**src/rtl/alu_pkg.sv**
```systemverilog
// ----------------------------------------------------------------------------
// alu_pkg: shared types and codes for the integer ALU with condition flags
// Item and result structs, operation codes, flag bit positions.
// ----------------------------------------------------------------------------
`default_nettype none
package alu_pkg;

  localparam logic [4:0] OP_NOP   = 5'd0;
  localparam logic [4:0] OP_ABCD  = 5'd1;
  localparam logic [4:0] OP_ADD   = 5'd2;
  localparam logic [4:0] OP_AND   = 5'd3;
  localparam logic [4:0] OP_EOR   = 5'd4;
  localparam logic [4:0] OP_ADDA  = 5'd5;
  localparam logic [4:0] OP_ADDQ  = 5'd6;
  localparam logic [4:0] OP_ADDX  = 5'd7;
  localparam logic [4:0] OP_ANDCC = 5'd8;
  localparam logic [4:0] OP_ANDSR = 5'd9;
  localparam logic [4:0] OP_ASL   = 5'd10;
  localparam logic [4:0] OP_ASR   = 5'd11;
  localparam logic [4:0] OP_LSL   = 5'd12;
  localparam logic [4:0] OP_LSR   = 5'd13;
  localparam logic [4:0] OP_BCC   = 5'd14;
  localparam logic [4:0] OP_BSR   = 5'd15;
  localparam logic [4:0] OP_BTST  = 5'd16;
  localparam logic [4:0] OP_BCHG  = 5'd17;
  localparam logic [4:0] OP_BCLR  = 5'd18;
  localparam logic [4:0] OP_BSET  = 5'd19;
  localparam logic [4:0] OP_CLR   = 5'd20;
  localparam logic [4:0] OP_NEG   = 5'd21;
  localparam logic [4:0] OP_NEGX  = 5'd22;
  localparam logic [4:0] OP_NOT   = 5'd23;

  localparam logic [1:0] SZ_BYTE = 2'd0;
  localparam logic [1:0] SZ_WORD = 2'd1;
  localparam logic [1:0] DK_DREG = 2'd0;
  localparam logic [1:0] DK_AREG = 2'd1;

  localparam int FC = 0;
  localparam int FV = 1;
  localparam int FZ = 2;
  localparam int FN = 3;
  localparam int FX = 4;

  // operation classes chosen by the front part
  localparam logic [2:0] CL_NONE   = 3'd0;
  localparam logic [2:0] CL_SIMPLE = 3'd1;
  localparam logic [2:0] CL_SHIFT  = 3'd2;
  localparam logic [2:0] CL_BRANCH = 3'd3;
  localparam logic [2:0] CL_BIT    = 3'd4;

  typedef struct packed {
    logic [4:0]  operation;
    logic [1:0]  size_code;
    logic [31:0] source_value;
    logic [31:0] dest_value;
    logic        count_from_register;
    logic [15:0] immediate_data;
    logic [3:0]  condition_code;
    logic [31:0] program_counter;
    logic [1:0]  dest_kind;
  } in_item_t;

  typedef struct packed {
    logic [31:0] result_value;
    logic        result_write;
    logic [31:0] next_pc;
    logic        branch_taken;
    logic        unaligned_pc;
    logic [15:0] status_out;
  } out_item_t;

  // classified item passed from front to back
  typedef struct packed {
    in_item_t    item;
    logic [2:0]  op_class;
    logic [31:0] mask;
    logic [31:0] top;
    logic [5:0]  shift_count;
  } dec_item_t;

endpackage
`default_nettype wire

```
**src/rtl/alu_front.sv**
```systemverilog
// ----------------------------------------------------------------------------
// alu_front: accept and classify items
// Works out operand mask, sign bit, shift count and class; feeds a 2-entry queue.
// ----------------------------------------------------------------------------
`default_nettype none
module alu_front (
  input  wire logic              clk,
  input  wire logic              rst,
  input  wire alu_pkg::in_item_t in_item,
  input  wire logic              push,
  output logic                   full,
  output alu_pkg::dec_item_t     dec_item,
  output logic                   dec_valid,
  input  wire logic              dec_take
);

  alu_pkg::dec_item_t q [2];
  logic               rd_ptr;
  logic               wr_ptr;
  logic [1:0]         count;
  alu_pkg::dec_item_t cls;
  logic               do_push;
  logic               do_pop;

  always_comb begin
    cls = '0;
    cls.item = in_item;
    unique case (in_item.size_code)
      alu_pkg::SZ_BYTE: begin
        cls.mask = 32'h0000_00FF;
        cls.top  = 32'h0000_0080;
      end
      alu_pkg::SZ_WORD: begin
        cls.mask = 32'h0000_FFFF;
        cls.top  = 32'h0000_8000;
      end
      default: begin
        cls.mask = 32'hFFFF_FFFF;
        cls.top  = 32'h8000_0000;
      end
    endcase
    // an immediate low-byte count above 63 gives the same value and flags as 63:
    // every operand bit is out well before that, so cap it there
    if (in_item.count_from_register) begin
      cls.shift_count = in_item.source_value[5:0];
    end else if (in_item.immediate_data == 16'd0) begin
      cls.shift_count = 6'd8;
    end else if (in_item.immediate_data[7:6] != 2'd0) begin
      cls.shift_count = 6'd63;
    end else begin
      cls.shift_count = in_item.immediate_data[5:0];
    end
    priority if (in_item.operation >= alu_pkg::OP_ASL &&
                 in_item.operation <= alu_pkg::OP_LSR) begin
      cls.op_class = alu_pkg::CL_SHIFT;
    end else if (in_item.operation == alu_pkg::OP_BCC ||
                 in_item.operation == alu_pkg::OP_BSR) begin
      cls.op_class = alu_pkg::CL_BRANCH;
    end else if (in_item.operation >= alu_pkg::OP_BTST &&
                 in_item.operation <= alu_pkg::OP_BSET) begin
      cls.op_class = alu_pkg::CL_BIT;
    end else if (in_item.operation == alu_pkg::OP_NOP ||
                 in_item.operation > alu_pkg::OP_NOT) begin
      cls.op_class = alu_pkg::CL_NONE;
    end else begin
      cls.op_class = alu_pkg::CL_SIMPLE;
    end
  end

  assign full      = (count == 2'd2);
  assign do_push   = push && !full;
  assign do_pop    = dec_take && (count != 2'd0);
  assign dec_valid = (count != 2'd0);
  assign dec_item  = q[rd_ptr];

  always_ff @(posedge clk) begin
    if (do_push) begin
      q[wr_ptr] <= cls;
    end
    if (rst) begin
      rd_ptr <= 1'b0;
      wr_ptr <= 1'b0;
      count  <= 2'd0;
    end else begin
      if (do_push) wr_ptr <= ~wr_ptr;
      if (do_pop)  rd_ptr <= ~rd_ptr;
      count <= count + {1'b0, do_push} - {1'b0, do_pop};
    end
  end

endmodule
`default_nettype wire

```
**src/rtl/alu_back.sv**
```systemverilog
// ----------------------------------------------------------------------------
// alu_back: carry out one classified item, keep the status register
// Shifts iterate one bit per cycle; everything else is worked out combinationally and registered into the result.
// ----------------------------------------------------------------------------
`default_nettype none
module alu_back (
  input  wire logic               clk,
  input  wire logic               rst,
  input  wire alu_pkg::dec_item_t dec_item,
  input  wire logic               dec_valid,
  output logic                    dec_take,
  output alu_pkg::out_item_t      out_item,
  output logic                    empty,
  input  wire logic               pop
);

  localparam logic [1:0] ST_IDLE  = 2'd0;
  localparam logic [1:0] ST_SHIFT = 2'd1;
  localparam logic [1:0] ST_OUT   = 2'd2;

  logic [1:0]         state;
  logic [15:0]        sr;
  logic [15:0]        sr_next;
  alu_pkg::dec_item_t cur;
  logic [31:0]        sh_val;
  logic [5:0]         sh_left;
  logic               sh_ov;
  logic               sh_last;
  alu_pkg::out_item_t res;
  alu_pkg::out_item_t res_next;

  logic [31:0] s, d, m, t, r;
  logic [32:0] sum;
  logic        xin, cond, dreg;
  logic [4:0]  bn;
  logic [31:0] bitm, val, nv;
  logic [8:0]  bin;
  logic [4:0]  lo;
  logic [5:0]  hi;
  logic        bcarry;
  logic [31:0] off;
  logic [31:0] adda_src;
  logic [31:0] nshift;
  logic        nmsb;
  logic [31:0] rm;
  logic        zero_r;

  // one shift step on the working value
  always_comb begin
    nshift = cur.item.operation == alu_pkg::OP_ASL || cur.item.operation == alu_pkg::OP_LSL
           ? {sh_val[30:0], 1'b0}
           : (cur.item.operation == alu_pkg::OP_ASR
              ? ((sh_val[31:0] >> 1) | (sh_val[31:0] & cur.top)) : (sh_val[31:0] >> 1));
    nshift = nshift & cur.mask;
    nmsb   = (nshift & cur.top) != 32'd0;
  end

  always_comb begin
    s    = dec_item.item.source_value & dec_item.mask;
    d    = dec_item.item.dest_value & dec_item.mask;
    m    = dec_item.mask;
    t    = dec_item.top;
    xin  = sr[alu_pkg::FX];
    sr_next  = sr;
    res_next = '0;
    res_next.next_pc = dec_item.item.program_counter;
    r   = '0;
    sum = '0;
    bin = '0; lo = '0; hi = '0; bcarry = 1'b0;
    cond = 1'b0; off = '0; adda_src = '0;
    dreg = dec_item.item.dest_kind == alu_pkg::DK_DREG;
    bn   = dreg ? dec_item.item.source_value[4:0] : {2'b00, dec_item.item.source_value[2:0]};
    bitm = 32'd1 << bn;
    val  = dreg ? dec_item.item.dest_value : {24'd0, dec_item.item.dest_value[7:0]};
    nv   = val;
    rm   = '0;
    zero_r = 1'b0;
    unique case (dec_item.item.operation)
      alu_pkg::OP_ABCD: begin
        bin = {1'b0, dec_item.item.source_value[7:0]} + {1'b0, dec_item.item.dest_value[7:0]}
            + {8'd0, xin};
        lo  = {1'b0, dec_item.item.source_value[3:0]} + {1'b0, dec_item.item.dest_value[3:0]}
            + {4'd0, xin};
        if (lo > 5'd9) begin
          bcarry = 1'b1;
          lo = lo - 5'd10;
        end
        hi = {2'b00, dec_item.item.source_value[7:4]} + {2'b00, dec_item.item.dest_value[7:4]}
           + {5'd0, bcarry};
        if (lo >= 5'd16) begin
          lo = lo - 5'd16;
          hi = hi + 6'd1;
        end
        bcarry = 1'b0;
        if (hi > 6'd9) begin
          bcarry = 1'b1;
          hi = hi - 6'd10;
        end
        rm = {24'd0, hi[3:0], lo[3:0]};
        sr_next[alu_pkg::FN] = rm[7];
        sr_next[alu_pkg::FC] = bcarry;
        sr_next[alu_pkg::FX] = bcarry;
        sr_next[alu_pkg::FV] = ~bin[7] & rm[7];
        if (rm[7:0] != 8'd0) sr_next[alu_pkg::FZ] = 1'b0;
        res_next.result_write = 1'b1;
      end
      alu_pkg::OP_ADD, alu_pkg::OP_ADDQ, alu_pkg::OP_ADDX: begin
        if (dec_item.item.operation == alu_pkg::OP_ADDQ) begin
          s = dec_item.item.immediate_data == 16'd0 ? 32'd8
            : {16'd0, dec_item.item.immediate_data};
        end
        sum = {1'b0, s} + {1'b0, d}
            + {32'd0, dec_item.item.operation == alu_pkg::OP_ADDX && xin};
        r  = sum[31:0];
        rm = r & m;
        res_next.result_write = 1'b1;
        if (!(dec_item.item.operation == alu_pkg::OP_ADDQ &&
              dec_item.item.dest_kind == alu_pkg::DK_AREG)) begin
          bcarry = sum[32] || ((r & ~m) != 32'd0);
          sr_next[alu_pkg::FN] = (r & t) != 32'd0;
          sr_next[alu_pkg::FC] = bcarry;
          sr_next[alu_pkg::FX] = bcarry;
          sr_next[alu_pkg::FV] = ((s ^ r) & (d ^ r) & t) != 32'd0;
          if (dec_item.item.operation == alu_pkg::OP_ADDX) begin
            if (rm != 32'd0) sr_next[alu_pkg::FZ] = 1'b0;
          end else begin
            sr_next[alu_pkg::FZ] = rm == 32'd0;
          end
        end
      end
      alu_pkg::OP_AND, alu_pkg::OP_EOR: begin
        rm = dec_item.item.operation == alu_pkg::OP_AND ? (s & d) : (s ^ d);
        res_next.result_write = 1'b1;
        sr_next[alu_pkg::FN] = (rm & t) != 32'd0;
        sr_next[alu_pkg::FZ] = rm == 32'd0;
        sr_next[alu_pkg::FV] = 1'b0;
        sr_next[alu_pkg::FC] = 1'b0;
      end
      alu_pkg::OP_ADDA: begin
        adda_src = dec_item.item.size_code == alu_pkg::SZ_WORD
                 ? {{16{dec_item.item.source_value[15]}}, dec_item.item.source_value[15:0]}
                 : dec_item.item.source_value;
        rm = adda_src + dec_item.item.dest_value;
        res_next.result_write = 1'b1;
      end
      alu_pkg::OP_ANDCC: begin
        sr_next = {sr[15:8], sr[7:0] & dec_item.item.source_value[7:0]};
      end
      alu_pkg::OP_ANDSR: begin
        sr_next = sr & dec_item.item.source_value[15:0];
      end
      alu_pkg::OP_BCC, alu_pkg::OP_BSR: begin
        unique case (dec_item.item.condition_code)
          4'd0:  cond = 1'b1;
          4'd1:  cond = 1'b0;
          4'd2:  cond = !sr[alu_pkg::FC] && !sr[alu_pkg::FZ];
          4'd3:  cond = sr[alu_pkg::FC] || sr[alu_pkg::FZ];
          4'd4:  cond = !sr[alu_pkg::FC];
          4'd5:  cond = sr[alu_pkg::FC];
          4'd6:  cond = !sr[alu_pkg::FZ];
          4'd7:  cond = sr[alu_pkg::FZ];
          4'd8:  cond = !sr[alu_pkg::FV];
          4'd9:  cond = sr[alu_pkg::FV];
          4'd10: cond = !sr[alu_pkg::FN];
          4'd11: cond = sr[alu_pkg::FN];
          4'd12: cond = sr[alu_pkg::FN] == sr[alu_pkg::FV];
          4'd13: cond = sr[alu_pkg::FN] != sr[alu_pkg::FV];
          4'd14: cond = !sr[alu_pkg::FZ] && (sr[alu_pkg::FN] == sr[alu_pkg::FV]);
          default: cond = sr[alu_pkg::FZ] || (sr[alu_pkg::FN] != sr[alu_pkg::FV]);
        endcase
        if (dec_item.item.operation == alu_pkg::OP_BSR || cond) begin
          off = dec_item.item.size_code == alu_pkg::SZ_BYTE
              ? {{24{dec_item.item.immediate_data[7]}}, dec_item.item.immediate_data[7:0]}
              : {{16{dec_item.item.immediate_data[15]}}, dec_item.item.immediate_data}
                - 32'd2;
          res_next.next_pc      = dec_item.item.program_counter + off;
          res_next.branch_taken = 1'b1;
          res_next.unaligned_pc = res_next.next_pc[0];
        end
      end
      alu_pkg::OP_BTST, alu_pkg::OP_BCHG, alu_pkg::OP_BCLR, alu_pkg::OP_BSET: begin
        unique case (dec_item.item.operation)
          alu_pkg::OP_BCHG: nv = val ^ bitm;
          alu_pkg::OP_BCLR: nv = val & ~bitm;
          alu_pkg::OP_BSET: nv = val | bitm;
          default:          nv = val;
        endcase
        sr_next[alu_pkg::FZ] = (val & bitm) == 32'd0;
        rm = nv;
        res_next.result_write = nv != val;
      end
      alu_pkg::OP_CLR, alu_pkg::OP_NEG, alu_pkg::OP_NEGX, alu_pkg::OP_NOT: begin
        unique case (dec_item.item.operation)
          alu_pkg::OP_CLR:  r = 32'd0;
          alu_pkg::OP_NOT:  r = ~d;
          alu_pkg::OP_NEGX: r = 32'd0 - d - {31'd0, xin};
          default:          r = 32'd0 - d;
        endcase
        rm = r & m;
        zero_r = rm == 32'd0;
        res_next.result_write = 1'b1;
        sr_next[alu_pkg::FN] = (r & t) != 32'd0;
        if (dec_item.item.operation != alu_pkg::OP_NEGX || !zero_r) begin
          sr_next[alu_pkg::FZ] = zero_r;
        end
        if (dec_item.item.operation == alu_pkg::OP_NEG ||
            dec_item.item.operation == alu_pkg::OP_NEGX) begin
          bcarry = d != 32'd0 || (dec_item.item.operation == alu_pkg::OP_NEGX && xin);
          sr_next[alu_pkg::FV] = (d & r & t) != 32'd0;
          sr_next[alu_pkg::FC] = bcarry;
          sr_next[alu_pkg::FX] = bcarry;
        end else begin
          sr_next[alu_pkg::FV] = 1'b0;
          sr_next[alu_pkg::FC] = 1'b0;
        end
      end
      default: begin
      end
    endcase
    res_next.result_value = rm;
    res_next.status_out   = sr_next;
  end

  // take one item from the queue whenever the back part is idle
  assign dec_take = (state == ST_IDLE) && dec_valid;
  assign empty    = (state != ST_OUT);
  assign out_item = res;

  always_ff @(posedge clk) begin
    if (rst) begin
      state <= ST_IDLE;
      sr    <= 16'd0;
    end else begin
      unique case (state)
        ST_IDLE: begin
          if (dec_valid) begin
            if (dec_item.op_class == alu_pkg::CL_SHIFT) begin
              cur     <= dec_item;
              sh_val  <= dec_item.item.dest_value & dec_item.mask;
              sh_left <= dec_item.shift_count;
              sh_ov   <= 1'b0;
              sh_last <= 1'b0;
              state   <= ST_SHIFT;
            end else begin
              res   <= res_next;
              sr    <= sr_next;
              state <= ST_OUT;
            end
          end
        end
        ST_SHIFT: begin
          if (sh_left != 6'd0) begin
            sh_last <= (cur.item.operation == alu_pkg::OP_ASL ||
                        cur.item.operation == alu_pkg::OP_LSL)
                     ? ((sh_val[31:0] & cur.top) != 32'd0) : sh_val[0];
            if (nmsb != ((sh_val[31:0] & cur.top) != 32'd0)) sh_ov <= 1'b1;
            sh_val  <= nshift;
            sh_left <= sh_left - 6'd1;
          end else begin
            res.result_value <= sh_val[31:0];
            res.result_write <= 1'b1;
            res.next_pc      <= cur.item.program_counter;
            res.branch_taken <= 1'b0;
            res.unaligned_pc <= 1'b0;
            res.status_out   <= {sr[15:5],
                                 (cur.shift_count == 6'd0) ? sr[alu_pkg::FX] : sh_last,
                                 (sh_val[31:0] & cur.top) != 32'd0,
                                 sh_val[31:0] == 32'd0,
                                 (cur.item.operation == alu_pkg::OP_ASL ||
                                  cur.item.operation == alu_pkg::OP_ASR) && sh_ov,
                                 (cur.shift_count == 6'd0) ? 1'b0 : sh_last};
            sr <= {sr[15:5],
                   (cur.shift_count == 6'd0) ? sr[alu_pkg::FX] : sh_last,
                   (sh_val[31:0] & cur.top) != 32'd0,
                   sh_val[31:0] == 32'd0,
                   (cur.item.operation == alu_pkg::OP_ASL ||
                    cur.item.operation == alu_pkg::OP_ASR) && sh_ov,
                   (cur.shift_count == 6'd0) ? 1'b0 : sh_last};
            state <= ST_OUT;
          end
        end
        ST_OUT: begin
          if (pop) state <= ST_IDLE;
        end
        default: state <= ST_IDLE;
      endcase
    end
  end

endmodule
`default_nettype wire

```
**src/rtl/cpu_integer_alu_with_flags.sv**
```systemverilog
// Flow: an accepted push is written into the queue, then the back part registers
//   the result for most operations; shifts first step through the bit-serial
//   shifter (an immediate low-byte count above 63 is capped at 63).
// Occupancy: the single execute unit holds its result until popped and takes
//   no new item before then; a shift also holds it while the shifter steps.
// Reset: synchronous, clears the status register, the queue and the
//   execute state; payload registers are not reset.
// ----------------------------------------------------------------------------
// cpu_integer_alu_with_flags: 68000-style execute stage with X N Z V C flags
// A front part classifies items into a two-entry queue; the back part runs
// them against the status register and presents one result at a time.
// ----------------------------------------------------------------------------
`default_nettype none
module cpu_integer_alu_with_flags (
  input  wire logic               clk,
  input  wire logic               rst,
  input  wire alu_pkg::in_item_t  in_item,
  input  wire logic               push,
  output logic                    full,
  output alu_pkg::out_item_t      out_item,
  output logic                    empty,
  input  wire logic               pop
);

  // classified items waiting for the execute unit
  alu_pkg::dec_item_t dec_item;
  logic               dec_valid;
  logic               dec_take;

  // front: accept a transfer and classify it
  alu_front u_front (
    .clk       (clk),
    .rst       (rst),
    .in_item   (in_item),
    .push      (push),
    .full      (full),
    .dec_item  (dec_item),
    .dec_valid (dec_valid),
    .dec_take  (dec_take)
  );

  // back: execute, update flags, hold the result until popped
  alu_back u_back (
    .clk       (clk),
    .rst       (rst),
    .dec_item  (dec_item),
    .dec_valid (dec_valid),
    .dec_take  (dec_take),
    .out_item  (out_item),
    .empty     (empty),
    .pop       (pop)
  );

endmodule
`default_nettype wire

```
**config.mk**
```make
export PLATFORM = sky130hd
export DESIGN_NAME = cpu_integer_alu_with_flags
export DESIGN_NICKNAME = d
export VERILOG_FILES = /design/src/rtl/alu_pkg.sv /design/src/rtl/alu_front.sv /design/src/rtl/alu_back.sv /design/src/rtl/cpu_integer_alu_with_flags.sv
export SDC_FILE = /design/constraint.sdc
export NUM_CORES = 1
export LEC_CHECK = 0
export BUFFER_PORTS_ARGS = -buffer_cell sky130_fd_sc_hd__buf_2
export CORE_ASPECT_RATIO = 1.5
export CORE_MARGIN = 10
export CORE_UTILIZATION = 55
export DETAILED_ROUTE_END_ITERATION = 6
export PLACE_DENSITY = 0.87
export SETUP_SLACK_MARGIN = 0.1
export SYNTH_ARGS = -nofsm -noshare
export SYNTH_HDL_FRONTEND = slang
export SYNTH_SLANG_ARGS = --single-unit
```
**constraint.sdc**
```tcl
create_clock -name clk -period 8.6 [get_ports clk]
set_clock_uncertainty 0.15 [all_clocks]
set_input_delay 1.29 -clock clk [delete_from_list [all_inputs] [get_ports clk]]
set_output_delay 1.29 -clock clk [all_outputs]
set_load 0.03 [all_outputs]
```
Yosys cells after proc, flatten, opt, wreduce, memory -nomap -nowiden
Memory sizes are Yosys's and may differ from the RTL's. A register that Yosys moved wholly into a read port is not among the register bits. Index checks and enable logic that the tools add are counted.

Bits in registers: 252. RAM bits: 398. Input port bits: 130. Output and inout bits: 85. Word-level logic and storage cells: 301. Memories: 1.

Add/subtract/negate cells: 20. Order comparisons: 8. Equality and inequality tests: 58. Shift operators: 1. Mux-type cells: 86. Bitwise gates (word level): 36. Reduce and logical (&&, ||, !) cells: 70.

Memories: u_front.q (words 2, width 199, rd ports 1, clocked after Yosys merged registers in 1, wr ports 1, line alu_front.sv:17) `alu_pkg::dec_item_t q [2];`.

Operators by type and width (number): $and A32 B32 Y32 (18); $mux W32 (13); $reduce_bool A32 Y1 (10); $mux W83 (3); $pmux W32 S3 (2); $pmux W32 S6 (1); $pmux W83 S2 (1); $logic_not A32 Y1 (5); $pmux W64 S2 (1); $xor A32 B32 Y32 (4); $not A32 Y32 (3); $mux W34 (2); $add A32 B32 Y32 (2); $pmux W32 S2 (1); $mux W16 (3); $mux W6 (8); $eq A5 B4 Y1 const B (9); $eq A5 B5 Y1 const B (8); $add A32 B32 Y33 (1); $add A33 B1 Y33 (1); $logic_not A16 Y1 (2); $ne A32 B32 Y1 (1); $or A31 B32 Y32 (1); $or A32 B32 Y32 (1); other kinds (75) (178).

Logic depth before layout (Yosys ltp)
Depth in word-level cells: 18. Depth in mapped cells: 32. Gate-level depth less buffers: 24.

By module
From an unflattened synthesis, not the netlist that was laid out.

Cell total of the unflattened synthesis: 4120. Area total of the unflattened synthesis: 39331.5 sq um.

Modules (own cells, without submodules): alu_back (times used 1, cells each 3562, area each 28421.0 sq um, seq. area each 7267.0 sq um); alu_front (times used 1, cells each 558, area each 10910.5 sq um, seq. area each 8448.1 sq um).

Least setup slack after synthesis
Ideal clock, no wire load.

Path kind: register to register. From: register (tool-made name). To: register u_back.res (netlist bit u_back.out_item[4]) (data pin). Setup time: 270 ps. Arrival: 7676 ps. Data required time: 8180 ps. Path slack: 505 ps. Cell stages (with the launch flop): 31. Buffers on the path: 11. Period minus slack after synthesis: 8095 ps. Cell sequence: dfxtp_1 -> buf_6 -> buf_2 -> buf_2 -> buf_2 -> buf_2 -> buf_1 -> buf_1 -> clkbuf_1 -> clkbuf_1 -> buf_2 -> buf_2 -> mux2i_1 -> inv_1 -> fa_1 -> fa_1 -> a21o_1 -> a21oi_1 -> o21ai_0 -> ha_1 -> ha_1 -> ha_1 -> and4_1 -> or4_1 -> a21oi_1 -> nand2_1 -> a21oi_1 -> o22a_1 -> o31ai_1 -> o21ai_0 -> o21ai_0.

RTL lines: end signal: assignment (line alu_back.sv:245) `res <= res_next;`; end: declaration (line alu_back.sv:29) `alu_pkg::out_item_t res;`.

==> results.md <==
* Vias in the first global route at just under 30000
* Met1 WL at ~46000 µm
* CTS Root Cell: clkbuf_16
* Area growth, synth to finish at 11.5%
* Kind of cell adding the most delay to the critical path: simple AND/OR/NAND/NOR gates
* Net count after synthesis at 3706
* Final setup vio count at 0
* Top Layer Used: met5
* Post-CTS Hold Buffers at 0
* Die ar. at a little under 70000 µm²
* Failing checks: capacitance limit, slew limit
* Final TNS setup at 0 ns
* Met3 WL at 11800 µm
* Yosys warning count at 0
* Standard-cell rows at 109
* Worst path cell trace: mux2i_1 -> nand2_1 -> nor2_1 -> and3_1 -> nand2_1 -> nor3b_1 -> nand2_1 -> o41ai_1 -> nor2_1 -> a21oi_1 -> ha_1 -> o21a_1 -> a21oi_1 -> o21ba_2 -> nor4_1 -> nor3_1 -> nor3_1 -> nor2_1 -> o311ai_0 -> a211oi_1 -> nor4_1 -> o31ai_1 -> o21ai_0 -> o21ai_0
* WP data arrival at 7.78 ns
* Register area share after synthesis at 0.425
* Minimum clock period at 7.62 ns
* Worst Path Buf+Inv at 0
* Final Cell Area at 36300 µm²
* ANT nets after route at 0
* Die Ht at 318 µm
* Leak at 14.4 nW
* Final Hold Fails at 0
* Post-Place Setup Slack at 1.21 ns
* Htree depth at 2
* Post-cts sizing count at 0
* Ports at 215
* CP max FO at 40
* Worst Setup Start Kind: register
* Vias at 30100
* Setup crit end kind: register
* Die width at 219 µm
* Met2 wire length at 68100 µm
* Gr usage total at 0.401
* Share of synthesized flip-flops with an asynchronous set or reset at 0
* Final nets at about 4000
* Num CTS Buffers at 43
* Status: complete, but fails checks
* RSZ-0062 raised after global routing: no
* Post-CTS setup buffer count at 0
* Clock slew at reported path FFs at 0.07 ns
* Total power draw at 14.9 mW
* Max-slew violations at 8
* Max VDD drop at 0.000271 V
* Total wire length at 142000 µm
* Post-synthesis register bit count at 469
* Max cap viols at 3
* Placer congestion estimate at roughly 1.1
* Syn Inst Count at 3343
* Finished Core Util at 0.618
* Crit-path slowest cell: nor4_1
* Synth cell types at 93
* Post-DP HPWL at 108000 µm
* CTS tree: done
* # port buffers at 214
* Syn avg cell area at roughly 9.7 µm²
* Most used flip-flop cell after synthesis: edfxtp_1
* Core box area at 58800 µm²
* Post-route setup slack at 0.981 ns
* Largest net degree at the start of global routing at 95
* EDFF count, synth at ~450
* Fraction of layout instances using a drive strength above 1 at 0.147
* Post-DP Area at 34900 µm²
* Drt drc at 0
* Fmax at between 100 and 150 MHz
* PwrDens at 410 nW/µm²
* TritonRoute pass-1 iters at 7
* Initial Utilization at 0.554
* Total gr overflow at 0
* Hold WC Path Type: reg2reg
* CTS max path bufs at 3
* Antenna violations before repair at 10
* Slew headroom at -0.0763
* Period utilisation layout at 0.886
* Iter 0 DRT Violations at 3693
* CP max stage delay at roughly 0.77 ns
* First-pass GRT wire length at slightly above 200000 µm
* CTS Sinks at 469
* Setup CP Type: reg2reg
* Worst-Margin Slew at 1.57 ns
* Worst-skew pair later-pin latency at roughly 0.6 ns
* Wire per inst at 32.6 µm
* Critical Path RT at 8.76 ns
* Vias per cell at 6.90
* Mapped Area at 32600 µm²
## flip-flops by register name, summed over array words and instances (netlist names), named ones only
| name | flops |
|---|---|
| u_back.sh_last | 1 |
| u_front.wr_ptr | 1 |
| u_back.cur | 47 |
| u_front.count | 2 |
| u_front.rd_ptr | 1 |
| u_back.sr | 16 |
| u_back.out_item | 83 |
| u_back.sh_left | 6 |
| u_back.state | 2 |
| u_back.sh_val | 32 |
| u_front.q | 276 |
| u_back.sh_ov | 1 |
## through the flow
step	hold WS, ns	cells
2_1_floorplan	0.302	3343
3_3_place_gp	0.308	4287
3_5_place_dp	0.313	4287
4_1_cts	0.322	4361
5_1_grt	0.337	4366
6_report	0.319	4368
## cell usage after synthesis, types with 13 or more instances
master,count,share of area
o22ai_1,85,0.016
o221ai_1,21,0.0056
a22oi_1,36,0.0083
o211ai_1,29,0.0067
a221oi_1,24,0.0065
dfxtp_1,23,0.014
a21boi_0,18,0.0041
xor2_1,59,0.016
mux2_2,67,0.023
and2_1,26,0.0050
or3_1,17,0.0033
xnor2_1,101,0.027
mux2i_1,126,0.039
nand3_1,67,0.010
nor3b_1,24,0.0055
edfxtp_1,446,0.41
nand4_1,21,0.0040
o21ai_0,151,0.023
nor4_1,60,0.012
o2111ai_1,13,0.0035
or4_1,14,0.0032
clkbuf_1,126,0.015
ha_1,226,0.087
nor2b_1,16,0.0031
nand2b_1,19,0.0036
or2_2,17,0.0033
o21bai_1,19,0.0044
nor2_1,330,0.038
buf_1,18,0.0021
a31oi_1,55,0.011
a21oi_1,272,0.042
o31ai_1,18,0.0041
nand2_1,247,0.028
and3_1,26,0.0050
inv_1,154,0.018
a21o_1,59,0.014
a211oi_1,31,0.0071
nor3_1,86,0.013
## layout by cell type, fill, tap and decap left out, drive strengths merged, types with 85 or more instances in the layout
cell type | Yosys | final
edfxtp | 446 | 446
nor3 | 87 | 87
xnor2 | 101 | 101
mux2i | 126 | 126
o22ai | 85 | 85
nand2 | 247 | 247
inv | 160 | 162
o21ai | 154 | 154
nor2 | 331 | 331
a21oi | 272 | 272
buf | 32 | 330
ha | 226 | 226
## routing by layer
layer,global-route usage,vias up
li1,-,13100
met1,0.408,14400
met5,0,-
met2,0.665,1916
met3,0.0984,682
met4,0.372,16
## power by group
group / switching, mW / internal [mW] / total, mW
registers: 0.207 / 3.02 / 3.23
clock network: 0.833 / 1.00 / 1.84
logic: 6.69 / 3.11 / 9.80
## worst reg2reg max path, stage by stage (launching register included)
cell and delay, ns:
dfxtp_4 0.66, mux2i_1 0.51, nand2_1 0.14, nor2_1 0.19, and3_1 0.20, nand2_1 0.13, nor3b_1 0.36, nand2_1 0.16
o41ai_1 0.41, nor2_1 0.07, a21oi_1 0.16, ha_1 0.27, o21a_1 0.18, a21oi_1 0.09, o21ba_2 0.26, nor4_1 0.77
nor3_1 0.19, nor3_1 0.55, nor2_1 0.24, o311ai_0 0.38, a211oi_1 0.18, nor4_1 0.59, o31ai_1 0.17, o21ai_0 0.25
o21ai_0 0.13
## cell type report
type	instances	area [µm²]
Fill cell	4853	22500
Multi-Input combinational cell	2553	17600
Sequential cell	469	13900
Timing Repair Buffer	330	1970
Clock buffer	59	1160
Tap cell	777	972
Inverter	163	613
Clock inverter	15	136
Antenna cell	2	5.00
## path summary, 6_finish.rpt
path | startpoint | end | slack, ns | depth (start not counted)
setup / recovery | register | u_back.out_item[4] | 0.98 | 24
hold / removal | u_back.sr[10] | u_back.sr[10] | 0.32 | 1
setup reg to reg | register | u_back.out_item[4] | 0.98 | 24
hold reg to reg | u_back.sr[10] | u_back.sr[10] | 0.32 | 1
## logic make-up (layout without fill, tap and decap cells)
kind of cell / after synthesis / in the layout / share of synthesized area
xor gates and xnor gates: 160 / 160 / 0.0430
adders and majority gates: 233 / 233 / 0.0911
AOI/OAI and AO/OA: 950 / 950 / 0.190
buffers and inverters: 321 / 567 / 0.0381
other: 0 / 2 / 0
and+or+nand+nor: 1017 / 1017 / 0.151
DFF: 469 / 469 / 0.425
muxes: 193 / 193 / 0.0619
Power figures use the tool's default switching activity.
